### src/design/assert_macros.svh
// Assertion macros for the display scanner RTL.
`ifndef ASSERT_MACROS_SVH
`define ASSERT_MACROS_SVH

// Property must hold on every clock edge outside reset.
`define MSS_ASSERT(lbl, clk, rst_n, prop, msg) \
    lbl: assert property (@(posedge clk) disable iff (!rst_n) prop) else $error(msg);

// Expression must never be true outside reset.
`define MSS_NEVER(lbl, clk, rst_n, expr, msg) \
    lbl: assert property (@(posedge clk) disable iff (!rst_n) !(expr)) else $error(msg);

`endif

### src/design/mss_pkg.sv
// Package: types, constants and glyph table of the seven-segment scanner.
package mss_pkg;

    localparam int DIGITS    = 4;
    localparam int MSG_DEPTH = 32;

    localparam int DIG_IDX_W = $clog2(DIGITS);
    localparam int MSG_IDX_W = $clog2(MSG_DEPTH);
    localparam int CNT_W     = $clog2(MSG_DEPTH + 1);
    localparam int WIN_W     = CNT_W + 1;
    localparam int CFG_IDX_W = 2;

    localparam logic [7:0]  REFRESH_RESET = 8'd4;
    localparam logic [15:0] BRIGHT_RESET  = 16'hFFFF;

    // register indexes
    localparam logic [CFG_IDX_W-1:0] CFG_REFRESH = 2'd0;
    localparam logic [CFG_IDX_W-1:0] CFG_BRIGHT  = 2'd1;

    // request codes
    localparam logic [3:0] REQ_TICK   = 4'd0;
    localparam logic [3:0] REQ_START  = 4'd1;
    localparam logic [3:0] REQ_CHAR   = 4'd2;
    localparam logic [3:0] REQ_RIGHT  = 4'd3;
    localparam logic [3:0] REQ_LEFT   = 4'd4;
    localparam logic [3:0] REQ_CLEAR  = 4'd5;
    localparam logic [3:0] REQ_ON     = 4'd6;
    localparam logic [3:0] REQ_OFF    = 4'd7;
    localparam logic [3:0] REQ_TOGGLE = 4'd8;
    localparam logic [3:0] REQ_BLINK  = 4'd9;
    localparam logic [3:0] REQ_DP     = 4'd10;

    // digit modes
    localparam logic [1:0] MODE_OFF   = 2'd0;
    localparam logic [1:0] MODE_ON    = 2'd1;
    localparam logic [1:0] MODE_BLINK = 2'd2;

    typedef struct packed {
        logic [3:0]  req_type;
        logic [1:0]  digit;
        logic [7:0]  value;
        logic        point_on;
        logic [15:0] blink_reload;
    } item_t;

    typedef struct packed {
        logic [6:0] segments;
        logic       point;
        logic [1:0] select;
    } result_t;

    typedef enum logic [1:0] {
        ST_IDLE,
        ST_EXEC,
        ST_LOAD
    } state_t;

    typedef struct packed {
        logic latch;
        logic exec;
        logic load;
    } cmd_t;

    typedef struct packed {
        logic emit;
    } status_t;

    localparam logic [6:0] GLYPHS [75] = '{
        7'h3F, 7'h06, 7'h5B, 7'h4F, 7'h66, 7'h6D, 7'h7D, 7'h07, 7'h7F, 7'h6F, 7'h00, 7'h00,
        7'h00, 7'h40, 7'h00, 7'h00, 7'h00, 7'h77, 7'h7C, 7'h39, 7'h5E, 7'h79, 7'h71, 7'h3D,
        7'h76, 7'h30, 7'h1E, 7'h75, 7'h38, 7'h55, 7'h54, 7'h5C, 7'h73, 7'h67, 7'h50, 7'h6D,
        7'h78, 7'h3E, 7'h1C, 7'h1D, 7'h64, 7'h6E, 7'h5B, 7'h00, 7'h00, 7'h00, 7'h00, 7'h00,
        7'h00, 7'h77, 7'h7C, 7'h39, 7'h5E, 7'h79, 7'h71, 7'h3D, 7'h76, 7'h30, 7'h1E, 7'h75,
        7'h38, 7'h55, 7'h54, 7'h5C, 7'h73, 7'h67, 7'h50, 7'h6D, 7'h78, 7'h3E, 7'h1C, 7'h1D,
        7'h64, 7'h6E, 7'h5B
    };

    // ASCII '0'..'z' to glyph, anything else blank
    function automatic logic [6:0] decode_glyph(input logic [7:0] code);
        logic [7:0] offs;
        offs = code - 8'h30;
        if (code >= 8'h30 && code <= 8'h7A) begin
            return GLYPHS[offs[6:0]];
        end
        return 7'h00;
    endfunction

endpackage

### src/design/mss_ctrl.sv
// Controller: sequences item execution and result hand-off.
`include "assert_macros.svh"

module mss_ctrl (
    input  logic             clk,
    input  logic             rst_n,
    input  logic             item_valid,
    output logic             item_ready,
    output logic             result_valid,
    input  logic             result_ready,
    input  mss_pkg::status_t status,
    output mss_pkg::cmd_t    cmd
);

    mss_pkg::state_t state_reg, state_next;
    logic out_valid_reg, out_valid_next;

    always_ff @(posedge clk or negedge rst_n)
    begin
        if (!rst_n)
        begin
            state_reg     <= mss_pkg::ST_IDLE;
            out_valid_reg <= 1'b0;
        end
        else
        begin
            state_reg     <= state_next;
            out_valid_reg <= out_valid_next;
        end
    end

    always_comb
    begin
        state_next = state_reg;
        cmd        = '0;
        unique case (state_reg)
            mss_pkg::ST_IDLE:
            begin
                if (item_valid)
                begin
                    cmd.latch  = 1'b1;
                    state_next = mss_pkg::ST_EXEC;
                end
            end
            mss_pkg::ST_EXEC:
            begin
                cmd.exec   = 1'b1;
                state_next = status.emit ? mss_pkg::ST_LOAD : mss_pkg::ST_IDLE;
            end
            mss_pkg::ST_LOAD:
            begin
                if (!out_valid_reg || result_ready)
                begin
                    cmd.load   = 1'b1;
                    state_next = mss_pkg::ST_IDLE;
                end
            end
            default:
            begin
                state_next = mss_pkg::ST_IDLE;
            end
        endcase
    end

    always_comb
    begin
        if (cmd.load)
        begin
            out_valid_next = 1'b1;
        end
        else if (result_ready)
        begin
            out_valid_next = 1'b0;
        end
        else
        begin
            out_valid_next = out_valid_reg;
        end
    end

    assign item_ready   = (state_reg == mss_pkg::ST_IDLE);
    assign result_valid = out_valid_reg;

    `MSS_ASSERT(a_accept_exec, clk, rst_n, (item_valid && item_ready) |=> (state_reg == mss_pkg::ST_EXEC), "accepted transaction not executed")
    `MSS_NEVER(a_load_overwrite, clk, rst_n, cmd.load && out_valid_reg && !result_ready, "pending result overwritten")
    `MSS_ASSERT(a_quiet_exec, clk, rst_n, (state_reg == mss_pkg::ST_EXEC && !status.emit) |=> (state_reg == mss_pkg::ST_IDLE), "result staged without emit")
    `MSS_ASSERT(a_load_valid, clk, rst_n, cmd.load |=> result_valid, "loaded result not presented")

endmodule

### src/design/mss_dp.sv
// Datapath: pattern RAM, display state, tick timers and result register.
module mss_dp (
    input  logic                          clk,
    input  logic                          rst_n,
    input  mss_pkg::item_t                item,
    input  logic                          cfg_we,
    input  logic [mss_pkg::CFG_IDX_W-1:0] cfg_index,
    input  logic [15:0]                   cfg_data,
    input  mss_pkg::cmd_t                 cmd,
    output mss_pkg::status_t              status,
    output mss_pkg::result_t              result
);

    localparam int DG = mss_pkg::DIGITS;
    localparam int IW = mss_pkg::DIG_IDX_W;
    localparam int CW = mss_pkg::CNT_W;
    localparam int WW = mss_pkg::WIN_W;
    localparam int AW = mss_pkg::MSG_IDX_W;
    localparam int MD = mss_pkg::MSG_DEPTH;

    // pattern RAM; entries without a valid bit read as blank
    logic [6:0]    mem [MD];
    logic [6:0]    rd_data_reg;
    logic          rd_valid_reg;
    logic [MD-1:0] valid_reg, valid_next;

    mss_pkg::item_t   item_reg;
    mss_pkg::result_t out_reg;

    logic [7:0]    refresh_ticks_reg, refresh_ticks_next;
    logic [15:0]   bright_ticks_reg, bright_ticks_next;
    logic [7:0]    refresh_cnt_reg, refresh_cnt_next;
    logic [15:0]   dim_cnt_reg, dim_cnt_next;
    logic [IW-1:0] focus_reg, focus_next;
    logic [CW-1:0] length_reg, length_next;
    logic [CW-1:0] wp_reg, wp_next;
    logic [CW-1:0] offset_reg, offset_next;

    logic [1:0]    mode_reg [DG];
    logic [1:0]    mode_next [DG];
    logic          point_reg [DG];
    logic          point_next [DG];
    logic [15:0]   period_reg [DG];
    logic [15:0]   period_next [DG];
    logic [15:0]   count_reg [DG];
    logic [15:0]   count_next [DG];
    logic          phase_reg [DG];
    logic          phase_next [DG];

    // staged result of a tick
    logic          res_show_reg, res_show_next;
    logic          res_dp_reg, res_dp_next;
    logic          res_win_reg, res_win_next;
    logic [IW-1:0] res_sel_reg, res_sel_next;

    logic          is_tick;
    logic [IW-1:0] sel_idx;
    logic          digit_ok;
    logic [7:0]    rc_dec;
    logic [15:0]   dc_dec;
    logic [15:0]   cnt_dec;
    logic          phase_new;
    logic          show;
    logic [WW-1:0] win_idx;
    logic          win_ok;
    logic [CW-1:0] len_sat;
    logic [CW-1:0] wr_end;
    logic          wr_ok;
    logic          mem_we;
    logic          do_clear;

    assign is_tick  = (item_reg.req_type == mss_pkg::REQ_TICK);
    assign sel_idx  = is_tick ? focus_reg : item_reg.digit[IW-1:0];
    assign digit_ok = (item_reg.digit <= 2'(DG - 1));
    assign rc_dec   = refresh_cnt_reg - 8'd1;
    assign dc_dec   = dim_cnt_reg - 16'd1;
    assign cnt_dec  = count_reg[sel_idx] - 16'd1;
    assign win_idx  = WW'(focus_reg) + WW'(offset_reg);
    assign win_ok   = (win_idx < WW'(MD));
    assign len_sat  = (item_reg.value > 8'(MD)) ? CW'(MD) : item_reg.value[CW-1:0];
    assign wr_end   = (length_reg < CW'(DG)) ? CW'(DG) : length_reg;
    assign wr_ok    = (wp_reg < wr_end) && (wp_reg < CW'(MD));
    assign mem_we   = cmd.exec && (item_reg.req_type == mss_pkg::REQ_CHAR) && wr_ok;

    assign status.emit = cmd.exec && is_tick && ((rc_dec == 8'd0) || (dc_dec == 16'd0));

    always_comb
    begin
        refresh_ticks_next = refresh_ticks_reg;
        bright_ticks_next  = bright_ticks_reg;
        refresh_cnt_next   = refresh_cnt_reg;
        dim_cnt_next       = dim_cnt_reg;
        focus_next         = focus_reg;
        length_next        = length_reg;
        wp_next            = wp_reg;
        offset_next        = offset_reg;
        valid_next         = valid_reg;
        mode_next          = mode_reg;
        point_next         = point_reg;
        period_next        = period_reg;
        count_next         = count_reg;
        phase_next         = phase_reg;
        res_show_next      = res_show_reg;
        res_dp_next        = res_dp_reg;
        res_win_next       = res_win_reg;
        res_sel_next       = res_sel_reg;
        phase_new          = phase_reg[sel_idx];
        show               = 1'b0;
        do_clear           = 1'b0;

        if (cfg_we)
        begin
            if (cfg_index == mss_pkg::CFG_REFRESH)
            begin
                refresh_ticks_next = cfg_data[7:0];
            end
            else if (cfg_index == mss_pkg::CFG_BRIGHT)
            begin
                bright_ticks_next = cfg_data;
            end
        end

        if (cmd.exec)
        begin
            unique case (item_reg.req_type)
                mss_pkg::REQ_TICK:
                begin
                    if (rc_dec == 8'd0)
                    begin
                        if (mode_reg[sel_idx] == mss_pkg::MODE_BLINK)
                        begin
                            if (cnt_dec == 16'd0)
                            begin
                                phase_new           = !phase_reg[sel_idx];
                                count_next[sel_idx] = period_reg[sel_idx];
                            end
                            else
                            begin
                                count_next[sel_idx] = cnt_dec;
                            end
                            phase_next[sel_idx] = phase_new;
                            show                = phase_new;
                        end
                        else
                        begin
                            show = (mode_reg[sel_idx] == mss_pkg::MODE_ON);
                        end
                        res_show_next    = show;
                        res_dp_next      = show && point_reg[sel_idx];
                        res_win_next     = win_ok;
                        res_sel_next     = focus_reg;
                        focus_next       = (focus_reg == IW'(DG - 1)) ? '0 : focus_reg + 1'b1;
                        refresh_cnt_next = refresh_ticks_reg;
                        dim_cnt_next     = bright_ticks_reg;
                    end
                    else
                    begin
                        refresh_cnt_next = rc_dec;
                        res_show_next    = 1'b0;
                        res_dp_next      = 1'b0;
                        res_win_next     = 1'b0;
                        res_sel_next     = focus_reg;
                        dim_cnt_next     = (dc_dec == 16'd0) ? bright_ticks_reg : dc_dec;
                    end
                end
                mss_pkg::REQ_START:
                begin
                    length_next = len_sat;
                    if (len_sat < CW'(DG))
                    begin
                        wp_next  = CW'(DG) - len_sat;
                        do_clear = 1'b1;
                    end
                    else
                    begin
                        wp_next = '0;
                    end
                end
                mss_pkg::REQ_CHAR:
                begin
                    if (wr_ok)
                    begin
                        valid_next[wp_reg[AW-1:0]] = 1'b1;
                        wp_next                    = wp_reg + 1'b1;
                    end
                end
                mss_pkg::REQ_RIGHT:
                begin
                    if ((WW'(offset_reg) + WW'(DG)) < WW'(length_reg))
                    begin
                        offset_next = offset_reg + 1'b1;
                    end
                end
                mss_pkg::REQ_LEFT:
                begin
                    if (offset_reg != '0)
                    begin
                        offset_next = offset_reg - 1'b1;
                    end
                end
                mss_pkg::REQ_CLEAR:
                begin
                    do_clear = 1'b1;
                end
                mss_pkg::REQ_ON:
                begin
                    if (digit_ok)
                    begin
                        mode_next[sel_idx] = mss_pkg::MODE_ON;
                    end
                end
                mss_pkg::REQ_OFF:
                begin
                    if (digit_ok)
                    begin
                        mode_next[sel_idx] = mss_pkg::MODE_OFF;
                    end
                end
                mss_pkg::REQ_TOGGLE:
                begin
                    if (digit_ok && mode_reg[sel_idx] < mss_pkg::MODE_BLINK)
                    begin
                        mode_next[sel_idx] = mode_reg[sel_idx] ^ 2'd1;
                    end
                end
                mss_pkg::REQ_BLINK:
                begin
                    if (digit_ok)
                    begin
                        mode_next[sel_idx]   = mss_pkg::MODE_BLINK;
                        period_next[sel_idx] = item_reg.blink_reload;
                        count_next[sel_idx]  = item_reg.blink_reload;
                    end
                end
                mss_pkg::REQ_DP:
                begin
                    if (digit_ok)
                    begin
                        point_next[sel_idx] = item_reg.point_on;
                    end
                end
                default:
                begin
                end
            endcase

            // clear: blank store, all digits on, points off
            if (do_clear)
            begin
                valid_next = '0;
                for (int i = 0; i < DG; i++)
                begin
                    mode_next[i]  = mss_pkg::MODE_ON;
                    point_next[i] = 1'b0;
                end
            end
        end
    end

    always_ff @(posedge clk or negedge rst_n)
    begin
        if (!rst_n)
        begin
            refresh_ticks_reg <= mss_pkg::REFRESH_RESET;
            bright_ticks_reg  <= mss_pkg::BRIGHT_RESET;
            refresh_cnt_reg   <= mss_pkg::REFRESH_RESET;
            dim_cnt_reg       <= mss_pkg::BRIGHT_RESET;
            focus_reg         <= '0;
            length_reg        <= '0;
            wp_reg            <= '0;
            offset_reg        <= '0;
            valid_reg         <= '0;
            for (int i = 0; i < DG; i++)
            begin
                mode_reg[i]   <= mss_pkg::MODE_ON;
                point_reg[i]  <= 1'b0;
                period_reg[i] <= 16'd1;
                count_reg[i]  <= 16'd1;
                phase_reg[i]  <= 1'b0;
            end
        end
        else
        begin
            refresh_ticks_reg <= refresh_ticks_next;
            bright_ticks_reg  <= bright_ticks_next;
            refresh_cnt_reg   <= refresh_cnt_next;
            dim_cnt_reg       <= dim_cnt_next;
            focus_reg         <= focus_next;
            length_reg        <= length_next;
            wp_reg            <= wp_next;
            offset_reg        <= offset_next;
            valid_reg         <= valid_next;
            mode_reg          <= mode_next;
            point_reg         <= point_next;
            period_reg        <= period_next;
            count_reg         <= count_next;
            phase_reg         <= phase_next;
        end
    end

    // payload registers
    always_ff @(posedge clk)
    begin
        if (cmd.latch)
        begin
            item_reg <= item;
        end
        res_show_reg <= res_show_next;
        res_dp_reg   <= res_dp_next;
        res_win_reg  <= res_win_next;
        res_sel_reg  <= res_sel_next;
        if (cmd.load)
        begin
            out_reg.segments <= (res_show_reg && res_win_reg && rd_valid_reg) ?
                                rd_data_reg : 7'h00;
            out_reg.point    <= res_dp_reg;
            out_reg.select   <= 2'(res_sel_reg);
        end
    end

    // RAM: one write port, one registered read port
    always_ff @(posedge clk)
    begin
        if (mem_we)
        begin
            mem[wp_reg[AW-1:0]] <= mss_pkg::decode_glyph(item_reg.value);
        end
        if (cmd.exec && is_tick)
        begin
            rd_data_reg  <= mem[win_idx[AW-1:0]];
            rd_valid_reg <= valid_reg[win_idx[AW-1:0]];
        end
    end

    assign result = out_reg;

endmodule

### src/design/multiplexed_seven_segment_scanner_top.sv
// Top level of the multiplexed seven-segment display scanner.
// Drives a DIGITS-digit multiplexed seven-segment display one digit at a
// time. Each item transaction is a tick or a command: start message, message
// character (decoded to a glyph and written to a MSG_DEPTH-entry pattern
// RAM), scroll right/left, clear, per-digit on/off/toggle/blink and decimal
// point. A tick counts refresh_ticks down to a refresh of the focused digit,
// which yields one result transaction (segments, point, select) and moves
// focus on; between refreshes, bright_ticks counting down yields a blank
// result for dimming. Other items give no result. A command passes through
// accept and execute states, a tick with a result also a load state, since
// the pattern RAM read is registered between execute and result load. A
// result waits in the output register while the next item is accepted; only
// when a second result is ready before the first is taken does the scanner
// stall. Clearing the store is done by resetting the per-entry valid
// bits, so there is no clearing pass after reset. Configuration writes
// (index 0 refresh_ticks, index 1 bright_ticks, others ignored) are always
// accepted and are meant to be issued while the scanner is idle.
module multiplexed_seven_segment_scanner_top (
    input  logic                          clk,
    input  logic                          rst_n,
    input  logic                          item_valid,
    output logic                          item_ready,
    input  mss_pkg::item_t                item,
    output logic                          result_valid,
    input  logic                          result_ready,
    output mss_pkg::result_t              result,
    input  logic                          cfg_valid,
    output logic                          cfg_ready,
    input  logic [mss_pkg::CFG_IDX_W-1:0] cfg_index,
    input  logic [15:0]                   cfg_data
);

    mss_pkg::cmd_t    cmd;
    mss_pkg::status_t status;

    // config register writes are always accepted
    assign cfg_ready = 1'b1;

    mss_ctrl u_ctrl (
        .clk          (clk),
        .rst_n        (rst_n),
        .item_valid   (item_valid),
        .item_ready   (item_ready),
        .result_valid (result_valid),
        .result_ready (result_ready),
        .status       (status),
        .cmd          (cmd)
    );

    mss_dp u_dp (
        .clk       (clk),
        .rst_n     (rst_n),
        .item      (item),
        .cfg_we    (cfg_valid),
        .cfg_index (cfg_index),
        .cfg_data  (cfg_data),
        .cmd       (cmd),
        .status    (status),
        .result    (result)
    );

endmodule
### config.mk
export PLATFORM = sky130hd
export DESIGN_NAME = multiplexed_seven_segment_scanner_top
export DESIGN_NICKNAME = d
export VERILOG_FILES = /design/src/design/mss_pkg.sv /design/src/design/mss_ctrl.sv /design/src/design/mss_dp.sv /design/src/design/multiplexed_seven_segment_scanner_top.sv
export VERILOG_INCLUDE_DIRS = /design/src /design/src/design
export SDC_FILE = /design/constraint.sdc
export NUM_CORES = 1
export LEC_CHECK = 0
export ABC_AREA = 1
export BUFFER_PORTS_ARGS = -buffer_cell sky130_fd_sc_hd__buf_4
export CORE_UTILIZATION = 40
export DETAILED_ROUTE_END_ITERATION = 6
export MAX_ROUTING_LAYER = met4
export PLACE_DENSITY_LB_ADDON = 0.05
export SYNTH_ARGS = -nofsm -noshare
export SYNTH_HDL_FRONTEND = slang
export SYNTH_SLANG_ARGS = --single-unit
### constraint.sdc
create_clock -name clk -period 3.9 [get_ports clk]
set_clock_uncertainty 0.1 [all_clocks]
set_input_delay 0.39 -clock clk [delete_from_list [all_inputs] [get_ports clk]]
set_output_delay 0.39 -clock clk [all_outputs]
set_load 0.02 [all_outputs]
==> flow_summary.json, run 1 <==
{
  "status": "finished, final reports clean",
  "critPathLaunchType": "flip-flop",
  "path_clk_slew_ps": 60,
  "dr.pass1.iters": 5,
  "cellPowerDensity_nw_per_um2": 572,
  "cts-root-buf": "clkbuf_16",
  "layout_setup_ws_ps": 272,
  "synth_compound_area_share_pct": 13.0,
  "ys_warn_count": 0,
  "fmax_mhz": 276,
  "core_sq_um": 62100,
  "synthDominantAreaCellType": "edfxtp_1",
  "gp_congestion": 0.927,
  "reg2reg_from": "u_dp.item_reg[27]",
  "finalHoldViolations": 0,
  "fin_crit_sh_pct": 93.0,
  "synth_edf_count": 278,
  "syn_area_sq_um": 25300,
  "clock_sinks": 525,
  "min_path_type": "in -> reg",
  "synth_top_family_by_area": "simple AND/OR/NAND/NOR gates",
  "grtUsageTotal_pct": 23.1,
  "grt_first_pass_wirelength_mm": 112,
  "ios": 67,
  "dp_hpwl_mm": 46.2,
  "drv_slew": 0,
  "synthAdderAreaFrac_pct": 2.04,
  "async_flop_share_pct": 47.0,
  "required_ps": 4350,
  "yosysMostFrequentCell": "nand2_1",
  "num_antenna_cells": 0,
  "ys_ff_latch": 525,
  "ir_worst_vdd_mv": 0.568,
  "numCtsBuffers": 58,
  "critical_path.max_fanout": 10,
  "syn_to_final_growth_pct": 17.3,
  "grt_pass1_vias": 19200,
  "hp-start": "cfg_valid",
  "drt_iter0_drc": 1666,
  "finalWirelength_mm": 71.7,
  "largest_register_ffs": 224,
  "antenna_left": 0,
  "synth_xor_area_share_pct": 0.970,
  "reg2reg_depth": 22,
  "cts_tree": "yes",
  "multi_input_area_sq_um": 9400,
  "ys_seq_area_share_pct": 57.7,
  "wl_met3_mm": 3.82,
  "timing.slew.headroom_pct": 23.4,
  "maxCapViolCount": 0,
  "drc": 0,
  "grt_max_degree": 129,
  "p_leak_nw": 12.5,
  "yosysTopAreaCellShare_pct": 33.0,
  "end_kind": "flip-flop",
  "die-area_sq_um": 64200,
  "row_count": 91,
  "h-tree-depth": 2,
  "yosys.area_share.simple_pct": 20.5,
  "nNetsFinal": 2980,
  "r2r_end": "u_dp.count_reg[26]",
  "seqCellArea_sq_um": 14600,
  "synth.area.mux_share_pct": 0.0891,
  "nFillCells": 5931,
  "cts_buffer_depth": 3,
  "timing.hold.worst_path_depth": 4,
  "top_layer": "met4",
  "fp.dieH_um": 253,
  "wl_per_cell_um": 19.0,
  "worst_ep_arrival_time_ps": 4080,
  "ys_types": 60,
  "synthTopCellsByCount": "587 x nand2_1, 351 x nor2_1, 278 x edfxtp_1",
  "r2r_slack_ps": 270,
  "syn_inst": 2737,
  "routed_via_density": 5.25,
  "io_buffers": 65,
  "die_x_um": 253,
  "wl_met1_mm": 35.2,
  "dp_slack_ps": 217,
  "vias": 19800,
  "period_needed_ps": 3630,
  "worst_pin_slew_ps": 1150,
  "drive_gt1_share_pct": 13.5,
  "crit_type": "reg -> reg",
  "avgSynthCellArea_sq_um": 9.24,
  "synth_nets": 2831,
  "initial_core_util_pct": 40.7,
  "setup_viol": 0,
  "hold-path-endpoint": "u_dp.refresh_ticks_reg[2]",
  "rsz0062_at_grt": "no",
  "synth.area.top_cells": "edfxtp_1 33%, dfrtp_1 20%, nand2_1 8.7%",
  "gr-total-overflow": 0,
  "fin_setup_tns_ps": 0,
  "clk-insertion-delay-late_ps": 620,
  "antenna_found_initial": 0,
  "wl_met2_mm": 31.5,
  "synth-main-ff-cell": "edfxtp_1"
}
[how the worst max path moves through the flow]
stage,end,from,cells past startpoint,slack (ps)
after floorplan,u_dp.mem[0][5],u_dp.item_reg[21],8,280
after global placement,u_dp.res_dp_reg,u_dp.item_reg[29],21,390
after detailed placement,u_dp.res_dp_reg,u_dp.item_reg[28],19,220
after CTS,u_dp.res_dp_reg,u_dp.item_reg[28],19,190
after global routing,u_dp.res_dp_reg,u_dp.item_reg[27],22,20
final,u_dp.count_reg[26],u_dp.item_reg[27],22,270
[where the power goes]
| group | leakage (nW) | switching (mW) | internal [mW] |
|---|---|---|---|
| clock network | 0.929 | 2.26 | 3.12 |
| logic | 5.89 | 3.19 | 1.62 |
| registers | 5.73 | 0.347 | 6.43 |
[through the flow]
stage / utilization [%] / hold WS [ps] / std cells / cell area [sq um] / power, mW
after floorplan: - / -5.59 / 2737 / 25300 / 9.92
after global placement: 43.9 / 307 / 3611 / 27300 / 11.6
after detailed placement: 43.9 / 311 / 3611 / 27300 / 11.7
after CTS: 47.7 / 200 / 3770 / 29600 / 17.1
after global routing: 47.8 / 255 / 3772 / 29700 / 18.0
final: 47.8 / 233 / 3772 / 29700 / 17.0
[logic make-up (layout without fill, tap and decap cells)]
logic type	after synthesis	count (layout)
adders and majority gates	40	40
muxes	2	2
DFF	525	525
AOI/OAI and AO/OA	563	563
other	1	1
and+or+nand+nor	1213	1213
xor gates and xnor gates	28	28
buffers and inverters	365	563
[critical path: stages (launching register included)]
cell      delay [ps]
edfxtp_1         520
nor2_8           270
nand2_8          120
nand2_8          110
nand2_4          120
nand2_4          140
inv_2             50
nand2_1           70
nand2_1           80
nor2_4           130
ha_1             240
inv_1             70
nor2_1           140
nand2_2          100
o21ai_1          130
nand2_1           70
nor2_1           200
nand3_2          160
nor2_8           250
nand2_8          160
o21ai_4          180
nand2_1           70
nand2_1           60
[per-layer routing]
layer  track usage, %  vias to the layer above
li1                 -                     9604
met3             3.33                       86
met2             34.2                      504
met5                -                        -
met4             4.80                        0
met1             33.7                     9596
[area by class of cell]
class / count / area share, %
Multi-Input combinational cell: 1847 / 31.7
Inverter: 232 / 2.94
Timing Repair Buffer: 222 / 6.32
Tap cell: 837 / 3.53
Sequential cell: 525 / 49.2
Clock inverter: 24 / 0.633
Clock buffer: 85 / 5.68
[layout by cell type, fill, tap and decap left out, drive strengths merged, types with 7 or more instances in the layout]
master       netlist  layout
clkbuf           110      85
nand2            605     605
o211ai            23      23
nor3              47      47
a31oi             15      15
ha                38      38
dfstp             46      46
inv              224     226
o22ai             69      69
a21oi            101     101
nor2             371     371
o21ai            292     292
clkinv             8      28
o221ai            31      31
dfrtp            201     201
buf               23     172
xor2              21      21
edfxtp           278     278
dlygate4sd3        0      50
xnor2              7       7
nand4             10      10
nand3            158     158
[what timing repair did]
item,CTS,global route
setup buffers,0,2
endpoints found under the setup margin,0,6
hold buffers,50,0
resized for setup,0,3
endpoints found under the hold margin,146,0
Note: power is estimated with default switching activity, not from simulation.
==> run 2: changes to the inputs <==
clock period = 3.1 ns   (was 3.9 ns; I/O delays follow)
==> run 2 against run 1 <==
  * Combinational power increased by 52%
  * Utilization increased by 3.1 points
  * Critical path type unchanged
  * Wire length up 1.7%
  * Clock power grew 27%
  * Critical path depth grew 1
  * Worst setup slack lost 330 ps
  * Via count increased by 2.4%
  * The flow now finishes with violations (negative setup slack)
  * Largest power group unchanged
  * Die area is the same
  * Critical endpoint is now u_dp.count_reg[47]
  * Sequential cell count is the same
  * First-iteration DRC count up 4.4%
==> flow_summary.json, run 2 (synthesized netlist as in run 1, its figures left out) <==
{
  "clock_sinks": 525,
  "ir_worst_vdd_mv": 0.505,
  "numCtsBuffers": 60,
  "grt_max_degree": 81,
  "final_common_cell": "nand2_1",
  "hold-path-endpoint": "u_dp.refresh_ticks_reg[2]",
  "final_cell_mix": "552 x nand2_1, 322 x nor2_1, 278 x edfxtp_1",
  "end_kind": "flip-flop",
  "min_path_type": "in -> reg",
  "antenna_found_initial": 1,
  "core_sq_um": 62100,
  "stdcell_count": 3892,
  "clk-insertion-delay-late_ps": 620,
  "finalHoldViolations": 0,
  "maxCapViolCount": 0,
  "drive_gt1_share_pct": 20.9,
  "p_leak_nw": 13.4,
  "fp.dieH_um": 253,
  "grt_pass1_vias": 19400,
  "vias": 20300,
  "setup_viol": 37,
  "routed_via_density": 5.21,
  "nNetsFinal": 3100,
  "timing.slew.headroom_pct": 23.0,
  "initial_core_util_pct": 40.7,
  "layout_setup_ws_ps": -55.3,
  "crit_type": "reg -> reg",
  "required_ps": 3550,
  "row_count": 91,
  "r2r_slack_ps": -60,
  "cts-root-buf": "clkbuf_16",
  "finalWirelength_mm": 72.9,
  "fmax_mhz": 317,
  "grtUsageTotal_pct": 23.3,
  "dp_hpwl_mm": 46.8,
  "path_clk_slew_ps": 70,
  "syn_to_final_growth_pct": 24.9,
  "grt_first_pass_wirelength_mm": 112,
  "status": "finished, violations left",
  "fin_crit_sh_pct": 102,
  "critical_path.max_fanout": 7,
  "cellPowerDensity_nw_per_um2": 717,
  "io_buffers": 65,
  "drc": 0,
  "drv_slew": 0,
  "critPathLaunchType": "flip-flop",
  "startpoint": "u_dp.item_reg[27]",
  "period_needed_ps": 3160,
  "worst_ep_arrival_time_ps": 3610,
  "cts_tree": "yes",
  "num_antenna_cells": 0,
  "cts_buffer_depth": 3,
  "placedCellCount": 3695,
  "rsz0062_at_grt": "yes",
  "hp-start": "cfg_valid",
  "gr-total-overflow": 0,
  "h-tree-depth": 2,
  "timing.hold.worst_path_depth": 4,
  "reg2reg_from": "u_dp.item_reg[27]",
  "dr.pass1.iters": 5,
  "dp_slack_ps": -259,
  "gp_congestion": 0.929,
  "reg2reg_depth": 23,
  "wl_per_cell_um": 18.7,
  "antenna_left": 0,
  "largest_register_ffs": 224,
  "die-area_sq_um": 64200,
  "drt_iter0_drc": 1740,
  "violations": "negative setup slack",
  "worst_pin_slew_ps": 1160,
  "die_x_um": 253,
  "r2r_end": "u_dp.count_reg[47]",
  "ios": 67
}
==> run 2: layout make-up <==
type | count | area (sq um)
clock buffer | 88 | 1730
fill | 5761 | 30500
timing repair buffer | 339 | 3010
tap | 837 | 1050
multi-input combinational | 1848 | 10200
clock inverter | 23 | 161
inverter | 232 | 882
sequential | 525 | 14600
==> run 2: per-layer routing <==
metal | share of wire (%) | track usage, % | vias to the layer above
met3 | 5.0 | 2.69 | 79
met2 | 44 | 34.2 | 510
li1 | - | - | 9834
met4 | 1.5 | 4.88 | 0
met5 | 0 | - | -
met1 | 50 | 34.4 | 9836
==> run 2: worst max path at each step <==
stage | cells after the start | to
6_report | 23 | u_dp.count_reg[47]
5_1_grt | 20 | u_dp.count_reg[28]
2_1_floorplan | 21 | u_dp.res_dp_reg
3_5_place_dp | 11 | u_dp.rd_data_reg[5]
4_1_cts | 21 | u_dp.res_show_reg
3_3_place_gp | 11 | u_dp.rd_data_reg[5]
==> run 2: stage by stage <==
stage / setup TNS, ps / utilization [%] / instance area [sq um] / hold WS [ps] / power (mW)
floorplan: 0 / - / 25400 / -85.6 / 12.5
global placement: -4440 / 45.2 / 28100 / 278 / 14.9
detailed placement: -8190 / 45.2 / 28100 / 284 / 15.0
CTS: -1720 / 49.7 / 30900 / 112 / 22.1
global route: -12800 / 50.9 / 31600 / 187 / 23.9
finish: -961 / 50.9 / 31600 / 144 / 22.7
==> run 2: worst max-delay path: stages, from the launching register on <==
cell      delay, ps
edfxtp_1        470
nor2_8          240
nand2_8         110
nand2_4         100
nand2_8          80
nand2_4          80
inv_2            40
nand2_2          60
nand2_2          60
nor2_4          130
ha_4            180
inv_4            40
nor2_4           90
nand2_4          90
nor2_4          150
nand3_2         100
nand2_2         110
nand4_4         110
nor2_8          150
buf_12          140
nand2_8         110
o21ai_4         180
nand2_1          80
nand2_1          60
==> run 2: timing repair <==
item                                    in CTS  in global routing
endpoints found under the setup margin      75                 95
buffers inserted                            18                 13
resized for setup                           56                138
hold buffers                                50                  0
endpoints found under the hold margin      105                  0
gates cloned                                 1                  4
pin swaps                                   30                 78
==> run 2: where the power goes <==
group | switching [mW] | internal [mW]
Combinational | 4.54 | 2.78
Clock | 2.89 | 3.93
Sequential | 0.418 | 8.09
Total | 7.85 | 14.8
